==> config.mk <==
export PLATFORM = sky130hd
export DESIGN_NAME = datetime_to_elapsed_count_top
export DESIGN_NICKNAME = d
export VERILOG_FILES = /design/src/hw/rtl/dtec_pkg.sv /design/src/hw/rtl/dtec_day_pipe.sv /design/src/hw/rtl/datetime_to_elapsed_count_top.sv
export SDC_FILE = /design/constraint.sdc
export NUM_CORES = 1
export LEC_CHECK = 0
export BUFFER_PORTS_ARGS = -buffer_cell sky130_fd_sc_hd__buf_4
export CORE_UTILIZATION = 45
export CTS_CLUSTER_SIZE = 20
export DETAILED_ROUTE_END_ITERATION = 10
export PLACE_DENSITY = 0.66
export SLEW_MARGIN = 40
export SYNTH_ARGS = -nofsm -noshare
export SYNTH_HDL_FRONTEND = slang
export SYNTH_HIERARCHICAL = 1
export SYNTH_SLANG_ARGS = --single-unit
==> constraint.sdc <==
create_clock -name clock -period 12.2 [get_ports clock]
set_input_delay 2.44 -clock clock [delete_from_list [all_inputs] [get_ports clock]]
set_output_delay 2.44 -clock clock [all_outputs]
set_load 0.05 [all_outputs]
==> src/hw/rtl/dtec_pkg.sv <==
// shared constants, types and functions of the datetime to elapsed count block
`default_nettype none

package dtec_pkg;

   localparam logic [16:0] FixedCenturyDays = 17'd36525;
   localparam logic [11:0] Year1900         = 12'd1900;
   localparam logic [11:0] Year2000         = 12'd2000;
   // leap years counted from year 1 up to and including 1899 and 1999
   localparam logic [16:0] Leaps1899        = 17'd460;
   localparam logic [16:0] Leaps1999        = 17'd484;
   localparam logic [8:0]  DaysPerYear      = 9'd365;
   localparam logic [12:0] Recip100         = 13'd5243;
   localparam logic [3:0]  MonthMarch       = 4'd3;
   localparam logic [10:0] CenturyReset     = 11'd2000;
   localparam logic [5:0]  RoundSecond      = 6'd30;

   typedef struct packed {
      logic [16:0] tod_sec;
      logic [10:0] tod_min;
      logic [4:0]  tod_hr;
   } tod_type;

   // floor(x / 100) by reciprocal, exact over the whole 12-bit range
   function automatic logic [5:0] div100(input logic [11:0] x);
      logic [24:0] prod;
      prod = {13'd0, x} * {12'd0, Recip100};
      return prod[24:19];
   endfunction

   // days in the months before month m of a common year, months above 12 count 31
   function automatic logic [8:0] days_before_month(input logic [3:0] m);
      logic [8:0] d;
      case (m)
         4'd0:    d = 9'd0;
         4'd1:    d = 9'd0;
         4'd2:    d = 9'd31;
         4'd3:    d = 9'd59;
         4'd4:    d = 9'd90;
         4'd5:    d = 9'd120;
         4'd6:    d = 9'd151;
         4'd7:    d = 9'd181;
         4'd8:    d = 9'd212;
         4'd9:    d = 9'd243;
         4'd10:   d = 9'd273;
         4'd11:   d = 9'd304;
         4'd12:   d = 9'd334;
         4'd13:   d = 9'd365;
         4'd14:   d = 9'd396;
         4'd15:   d = 9'd427;
         default: d = 9'd0;
      endcase
      return d;
   endfunction

endpackage

`default_nettype wire

==> src/hw/rtl/dtec_day_pipe.sv <==
// three-stage day count pipeline: year quotients, year and month parts, final sum
`default_nettype none

module dtec_day_pipe (
   input  wire logic              clock,
   input  wire logic              reset,
   input  wire logic              in_valid,
   input  wire logic [11:0]       in_year,
   input  wire logic [3:0]        in_month,
   input  wire logic [4:0]        in_day,
   input  wire dtec_pkg::tod_type in_tod,
   output logic                   out_valid,
   output logic [16:0]            out_days,
   output dtec_pkg::tod_type      out_tod
);

   // stage a: quotients by 100
   logic              a_valid_ff;
   logic [11:0]       a_year_ff;
   logic [5:0]        a_q_ff;
   logic [5:0]        a_qm1_ff;
   logic [3:0]        a_month_ff;
   logic [4:0]        a_day_ff;
   dtec_pkg::tod_type a_tod_ff;
   logic [5:0]        a_q_in;
   logic [5:0]        a_qm1_in;

   assign a_q_in   = dtec_pkg::div100(in_year);
   assign a_qm1_in = dtec_pkg::div100(in_year - 12'd1);

   always_ff @(posedge clock) begin
      if (reset) begin
         a_valid_ff <= 1'b0;
      end else begin
         a_valid_ff <= in_valid;
      end
      a_year_ff  <= in_year;
      a_q_ff     <= a_q_in;
      a_qm1_ff   <= a_qm1_in;
      a_month_ff <= in_month;
      a_day_ff   <= in_day;
      a_tod_ff   <= in_tod;
   end

   // stage b: whole years and days within the year
   logic              b_valid_ff;
   logic [16:0]       b_year_days_ff;
   logic [16:0]       b_month_days_ff;
   dtec_pkg::tod_type b_tod_ff;
   logic [16:0]       b_year_days_in;
   logic [16:0]       b_month_days_in;
   logic [11:0]       ym1;
   logic [16:0]       leaps_to;
   logic [11:0]       q_times_100;
   logic              is_leap;
   logic [11:0]       n_years;
   logic [16:0]       base_days;
   logic [16:0]       leaps_from;
   logic [20:0]       n_days;

   always_comb begin
      ym1         = a_year_ff - 12'd1;
      leaps_to    = {7'd0, ym1[11:2]} - {11'd0, a_qm1_ff} + {13'd0, a_qm1_ff[5:2]};
      q_times_100 = {a_q_ff, 6'd0} + {1'b0, a_q_ff, 5'd0} + {4'd0, a_q_ff, 2'd0};
      is_leap     = (a_year_ff[1:0] == 2'd0)
                    && ((q_times_100 != a_year_ff) || (a_q_ff[1:0] == 2'd0));
      if (a_year_ff >= dtec_pkg::Year2000) begin
         n_years    = a_year_ff - dtec_pkg::Year2000;
         base_days  = dtec_pkg::FixedCenturyDays;
         leaps_from = dtec_pkg::Leaps1999;
      end else if (a_year_ff >= dtec_pkg::Year1900) begin
         n_years    = a_year_ff - dtec_pkg::Year1900;
         base_days  = 17'd0;
         leaps_from = dtec_pkg::Leaps1899;
      end else begin
         n_years    = 12'd0;
         base_days  = 17'd0;
         leaps_from = leaps_to;
      end
      n_days          = {9'd0, n_years} * {12'd0, dtec_pkg::DaysPerYear};
      b_year_days_in  = base_days + n_days[16:0] + leaps_to - leaps_from;
      b_month_days_in = {8'd0, dtec_pkg::days_before_month(a_month_ff)}
                        + {16'd0, is_leap && (a_month_ff >= dtec_pkg::MonthMarch)}
                        + {12'd0, a_day_ff} - 17'd1;
   end

   always_ff @(posedge clock) begin
      if (reset) begin
         b_valid_ff <= 1'b0;
      end else begin
         b_valid_ff <= a_valid_ff;
      end
      b_year_days_ff  <= b_year_days_in;
      b_month_days_ff <= b_month_days_in;
      b_tod_ff        <= a_tod_ff;
   end

   // stage c: day count, wraps at 17 bits
   logic              c_valid_ff;
   logic [16:0]       c_days_ff;
   dtec_pkg::tod_type c_tod_ff;
   logic [16:0]       c_days_in;

   assign c_days_in = b_year_days_ff + b_month_days_ff;

   always_ff @(posedge clock) begin
      if (reset) begin
         c_valid_ff <= 1'b0;
      end else begin
         c_valid_ff <= b_valid_ff;
      end
      c_days_ff <= c_days_in;
      c_tod_ff  <= b_tod_ff;
   end

   assign out_valid = c_valid_ff;
   assign out_days  = c_days_ff;
   assign out_tod   = c_tod_ff;

endmodule

`default_nettype wire

==> src/hw/rtl/datetime_to_elapsed_count_top.sv <==
// top level: calendar datetime to elapsed day, second, minute and hour counts
//
//   channel   ports                      transfer when
//   request   start, busy, req_*         start high and busy low
//   response  rsp_strobe, rsp_*          rsp_strobe high, one cycle, no back-pressure
//   csr       csr_valid, csr_ready, data csr_valid and csr_ready high
//
// one datetime per cycle; each result passes from its request transfer to the
// result ports through these registers in order
// (input register, three day count stages, multiply stage, output add stage)
// busy and csr_ready are constant, nothing in the pipeline ever stalls
// reset clears every stage valid and sets the century base to 2000
`default_nettype none

module datetime_to_elapsed_count_top (
   input  wire logic        clock,
   input  wire logic        reset,
   input  wire logic        start,
   output logic             busy,
   input  wire logic [7:0]  req_year_offset,
   input  wire logic [3:0]  req_month,
   input  wire logic [4:0]  req_day,
   input  wire logic [4:0]  req_hour,
   input  wire logic [5:0]  req_minute,
   input  wire logic [5:0]  req_second,
   output logic             rsp_strobe,
   output logic [16:0]      rsp_elapsed_days,
   output logic [33:0]      rsp_elapsed_seconds,
   output logic [27:0]      rsp_elapsed_minutes,
   output logic [21:0]      rsp_elapsed_hours,
   input  wire logic        csr_valid,
   output logic             csr_ready,
   input  wire logic [10:0] csr_century_base
);

   assign busy      = 1'b0;
   assign csr_ready = 1'b1;

   logic [10:0] century_ff;

   always_ff @(posedge clock) begin
      if (reset) begin
         century_ff <= dtec_pkg::CenturyReset;
      end else if (csr_valid && csr_ready) begin
         century_ff <= csr_century_base;
      end
   end

   // input stage
   logic        s1_valid_ff;
   logic [11:0] s1_year_ff;
   logic [3:0]  s1_month_ff;
   logic [4:0]  s1_day_ff;
   logic [4:0]  s1_hour_ff;
   logic [5:0]  s1_minute_ff;
   logic [5:0]  s1_second_ff;
   logic [11:0] s1_year_in;

   assign s1_year_in = {1'b0, century_ff} + {4'd0, req_year_offset};

   always_ff @(posedge clock) begin
      if (reset) begin
         s1_valid_ff <= 1'b0;
      end else begin
         s1_valid_ff <= start && !busy;
      end
      s1_year_ff   <= s1_year_in;
      s1_month_ff  <= req_month;
      s1_day_ff    <= req_day;
      s1_hour_ff   <= req_hour;
      s1_minute_ff <= req_minute;
      s1_second_ff <= req_second;
   end

   // time of day in each unit, rounding the minute up past half a minute
   dtec_pkg::tod_type s1_tod;
   logic [16:0]       hour_secs;
   logic [16:0]       min_secs;
   logic [10:0]       hour_mins;

   always_comb begin
      hour_secs = {12'd0, s1_hour_ff} * 17'd3600;
      min_secs  = {11'd0, s1_minute_ff} * 17'd60;
      hour_mins = {6'd0, s1_hour_ff} * 11'd60;
      s1_tod.tod_sec = hour_secs + min_secs + {11'd0, s1_second_ff};
      s1_tod.tod_min = hour_mins + {5'd0, s1_minute_ff}
                       + {10'd0, s1_second_ff > dtec_pkg::RoundSecond};
      s1_tod.tod_hr  = s1_hour_ff;
   end

   logic              dp_valid;
   logic [16:0]       dp_days;
   dtec_pkg::tod_type dp_tod;

   dtec_day_pipe u_day_pipe (
      .clock     (clock),
      .reset     (reset),
      .in_valid  (s1_valid_ff),
      .in_year   (s1_year_ff),
      .in_month  (s1_month_ff),
      .in_day    (s1_day_ff),
      .in_tod    (s1_tod),
      .out_valid (dp_valid),
      .out_days  (dp_days),
      .out_tod   (dp_tod)
   );

   // multiply stage
   logic              s5_valid_ff;
   logic [16:0]       s5_days_ff;
   logic [33:0]       s5_secs_ff;
   logic [27:0]       s5_mins_ff;
   logic [21:0]       s5_hours_ff;
   dtec_pkg::tod_type s5_tod_ff;
   logic [33:0]       s5_secs_in;
   logic [27:0]       s5_mins_in;
   logic [21:0]       s5_hours_in;

   assign s5_secs_in  = {17'd0, dp_days} * 34'd86400;
   assign s5_mins_in  = {11'd0, dp_days} * 28'd1440;
   assign s5_hours_in = {5'd0, dp_days} * 22'd24;

   always_ff @(posedge clock) begin
      if (reset) begin
         s5_valid_ff <= 1'b0;
      end else begin
         s5_valid_ff <= dp_valid;
      end
      s5_days_ff  <= dp_days;
      s5_secs_ff  <= s5_secs_in;
      s5_mins_ff  <= s5_mins_in;
      s5_hours_ff <= s5_hours_in;
      s5_tod_ff   <= dp_tod;
   end

   // output stage
   logic        s6_valid_ff;
   logic [16:0] s6_days_ff;
   logic [33:0] s6_secs_ff;
   logic [27:0] s6_mins_ff;
   logic [21:0] s6_hours_ff;
   logic [33:0] s6_secs_in;
   logic [27:0] s6_mins_in;
   logic [21:0] s6_hours_in;

   assign s6_secs_in  = s5_secs_ff + {17'd0, s5_tod_ff.tod_sec};
   assign s6_mins_in  = s5_mins_ff + {17'd0, s5_tod_ff.tod_min};
   assign s6_hours_in = s5_hours_ff + {17'd0, s5_tod_ff.tod_hr};

   always_ff @(posedge clock) begin
      if (reset) begin
         s6_valid_ff <= 1'b0;
      end else begin
         s6_valid_ff <= s5_valid_ff;
      end
      s6_days_ff  <= s5_days_ff;
      s6_secs_ff  <= s6_secs_in;
      s6_mins_ff  <= s6_mins_in;
      s6_hours_ff <= s6_hours_in;
   end

   assign rsp_strobe          = s6_valid_ff;
   assign rsp_elapsed_days    = s6_days_ff;
   assign rsp_elapsed_seconds = s6_secs_ff;
   assign rsp_elapsed_minutes = s6_mins_ff;
   assign rsp_elapsed_hours   = s6_hours_ff;

endmodule

`default_nettype wire
==> impl_metrics.toml <==
[synthesis]
seq_area_frac_synth_pct = 30.2
synthTopCellsByCount = "inv_1, ha_1, dfxtp_1, fa_1, xnor2_1"
synth-seq-cells = 456
netlist_instances = 2928
synthDistinctLibCells = 77
synth.most_common_cell = "inv_1"
syn_nets = 3746
ys_top_cells_by_area = "dfxtp_1, ha_1, fa_1"
yosysTopAreaCell = "dfxtp_1"
netlist_area_um2 = 30300
yosysWarnings = 6
synthFlopType = "dfxtp_1"
synth_edf_count = 0
synth_async_sr_flop_share_pct = 0
syn_area_per_cell_um2 = 10.3
synth_top_area_share_pct = 30.2

[setup_path]
worst_setup_path_start_kind = "flop"
crit_fanout = 7
cp_top_family = "adder cells"
critPathSlowestCell = "fa_1"
crit_buf_inv = 3
criticalPathCategory = "flop to flop"
cp.arrival_ns = 8.15
cp_common_cell = "ha_1"
endpoint_kind = "flop"
cp.required_ns = 12.71
critical-path-max-stage-delay_ns = 0.52

[layout]
drive_above_1_share_pct = 8.12
fillers = 6070
antenna_cells = 0
syn2layout_area_growth_pct = 12.0
nNetsFinal = 3927
post-route-util_pct = 51.2

[sta]
hold_viol = 0
fin_skew_ns = 0.0158
max_freq_ghz = 0.131
slew_viol_final = 0
slew_headroom_pct = 50.8
rsz0062_at_grt = "false"
tightestPinTransition_ns = 0.739
fin_crit_ns = 7.65
fin_tns_setup_ns = 0
setup_violations = 0
period_share_pct = 62.7

[min_path]
holdCritPathClass = "flop to flop"

[drt]
drtPass1Iterations = 8
drt_iter0_markers = 717
wl_per_cell_um = 13.7
drc = 10
vias_per_cell = 4.78
num_vias = 19100
ant_nets = 0
wl_um = 55000

[floorplan]
coreArea_um2 = 66100
die_w_um = 261
die_y_um = 261
initial_core_util_pct = 45.8
rows = 94
ios = 153
dieArea_um2 = 68300

[grt]
grt_pass1_wl_um = 92300
antenna_found_initial = 0
grt_pass1_vias = 19200
grt_use_total_pct = 16.5
gr-total-overflow = 0
grt_max_degree = 18

[cts]
cts_root_buf = "clkbuf_16"
cts_resized = 0
cts_buffers = 46
clk_pin_slew_ns = 0.06
cts_max_path_buffers = 3
clock_sinks = 456
clk_latency_ns = 0.57
post_cts_buffers = 0
cts_hold_buffers = 0
tritoncts = "built"
htreeDepth = 2

[placed_design]
port_buffers = 150
gp_congestion = 0.853
dp_hpwl_um = 45200

[job]
maxCapViolCount = 0

[status]
status = "finished, violations left"
violations = "design-rule violations"
==> sequential cells by signal (all words and copies together) (netlist names), 17 cells and up, named ones only <==
name / cells
u_day_pipe/out_tod: 33
u_day_pipe/a_tod_ff: 33
rsp_elapsed_days: 17
rsp_elapsed_seconds: 34
u_day_pipe/b_tod_ff: 33
u_day_pipe/out_days: 17
s5_mins_ff: 21
s5_tod_ff: 33
s5_secs_ff: 24
u_day_pipe/b_year_days_ff: 17
s5_days_ff: 17
rsp_elapsed_minutes: 28
s5_hours_ff: 18
rsp_elapsed_hours: 22
==> routing by layer <==
metal | track usage (%) | wire (µm) | vias up
met5 | 0 | 0 | -
met3 | 2.22 | 1860 | 80
met4 | 4.41 | 1230 | 0
met1 | 22.5 | 26400 | 8875
li1 | - | - | 9916
met2 | 27.6 | 25400 | 265
==> per-stage QoR <==
stage | cells | hold slack [ns] | setup WS, ns | area [µm²]
4_1_cts | 4005 | 0.323 | 4.58 | 33900
3_3_place_gp | 3924 | 0.310 | 4.76 | 32400
3_5_place_dp | 3925 | 0.312 | 4.61 | 32400
5_1_grt | 4005 | 0.327 | 3.94 | 33900
6_report | 4005 | 0.322 | 4.55 | 33900
2_1_floorplan | 2928 | 0.310 | 5.30 | 30300
==> worst reg2reg max path: cells and delay by family, from the launching register on <==
| family | cells | cell delay (ns) |
|---|---|---|
| flops | 1 | 0.49 |
| compound gates | 11 | 2.02 |
| buf+inv | 3 | 0.24 |
| simple gates | 7 | 1.19 |
| fa+ha+maj | 9 | 3.21 |
| xor+xnor | 3 | 0.43 |
==> worst paths after layout <==
check / start / endpoint / slack (ns) / cells after the start
setup / recovery: u_day_pipe/a_year_ff[2]$_DFF_P_ / u_day_pipe/b_year_days_ff[16]$_DFF_P_ / 4.55 / 33
hold / removal: u_day_pipe/out_tod[18]$_DFF_P_ / s5_tod_ff[18]$_DFF_P_ / 0.32 / 0
setup reg to reg: u_day_pipe/a_year_ff[2]$_DFF_P_ / u_day_pipe/b_year_days_ff[16]$_DFF_P_ / 4.55 / 33
hold reg to reg: u_day_pipe/out_tod[18]$_DFF_P_ / s5_tod_ff[18]$_DFF_P_ / 0.32 / 0
==> kinds of logic (layout without fill, tap and decap cells) <==
family / after synthesis / count (layout) / synth area share, %
other: 2 / 2 / 0.0248
AO/OA/AOI/OAI: 431 / 431 / 9.63
AND/OR/NAND/NOR: 431 / 431 / 6.97
adder cells (fa/ha/maj): 769 / 769 / 38.2
flip-flops: 456 / 456 / 30.2
buffers and inverters: 575 / 788 / 7.19
multiplexers: 16 / 16 / 0.616
XOR/XNOR: 248 / 248 / 7.18
==> layout by cell type, fill, tap and decap left out, drive strengths merged, types with 19 or more instances in the layout <==
master  Yosys  final
a21o       55     55
a21oi     115    115
and3       19     19
buf         5    152
clkbuf     14     57
dfxtp     456    456
fa        258    258
ha        511    511
inv       556    562
nand2      93     93
nand3      40     40
nor2      126    126
nor2b      40     40
nor3       29     29
o21a       36     36
o21ai      83     83
o21bai     21     21
xnor2     175    175
xor2       73     73
==> area by class of cell <==
cell class,instances,area [µm²],share of cell area (%)
multi-input combinational,1897,19000,56.0
tap,864,1080,3.19
inverter,556,2090,6.16
timing repair buffer,152,1140,3.37
clock inverter,23,218,0.643
sequential,456,9130,27.0
clock buffer,57,1250,3.70
Power is not shown: default switching activity piles up to over one toggle a cycle in this logic, so the estimate is an artifact.
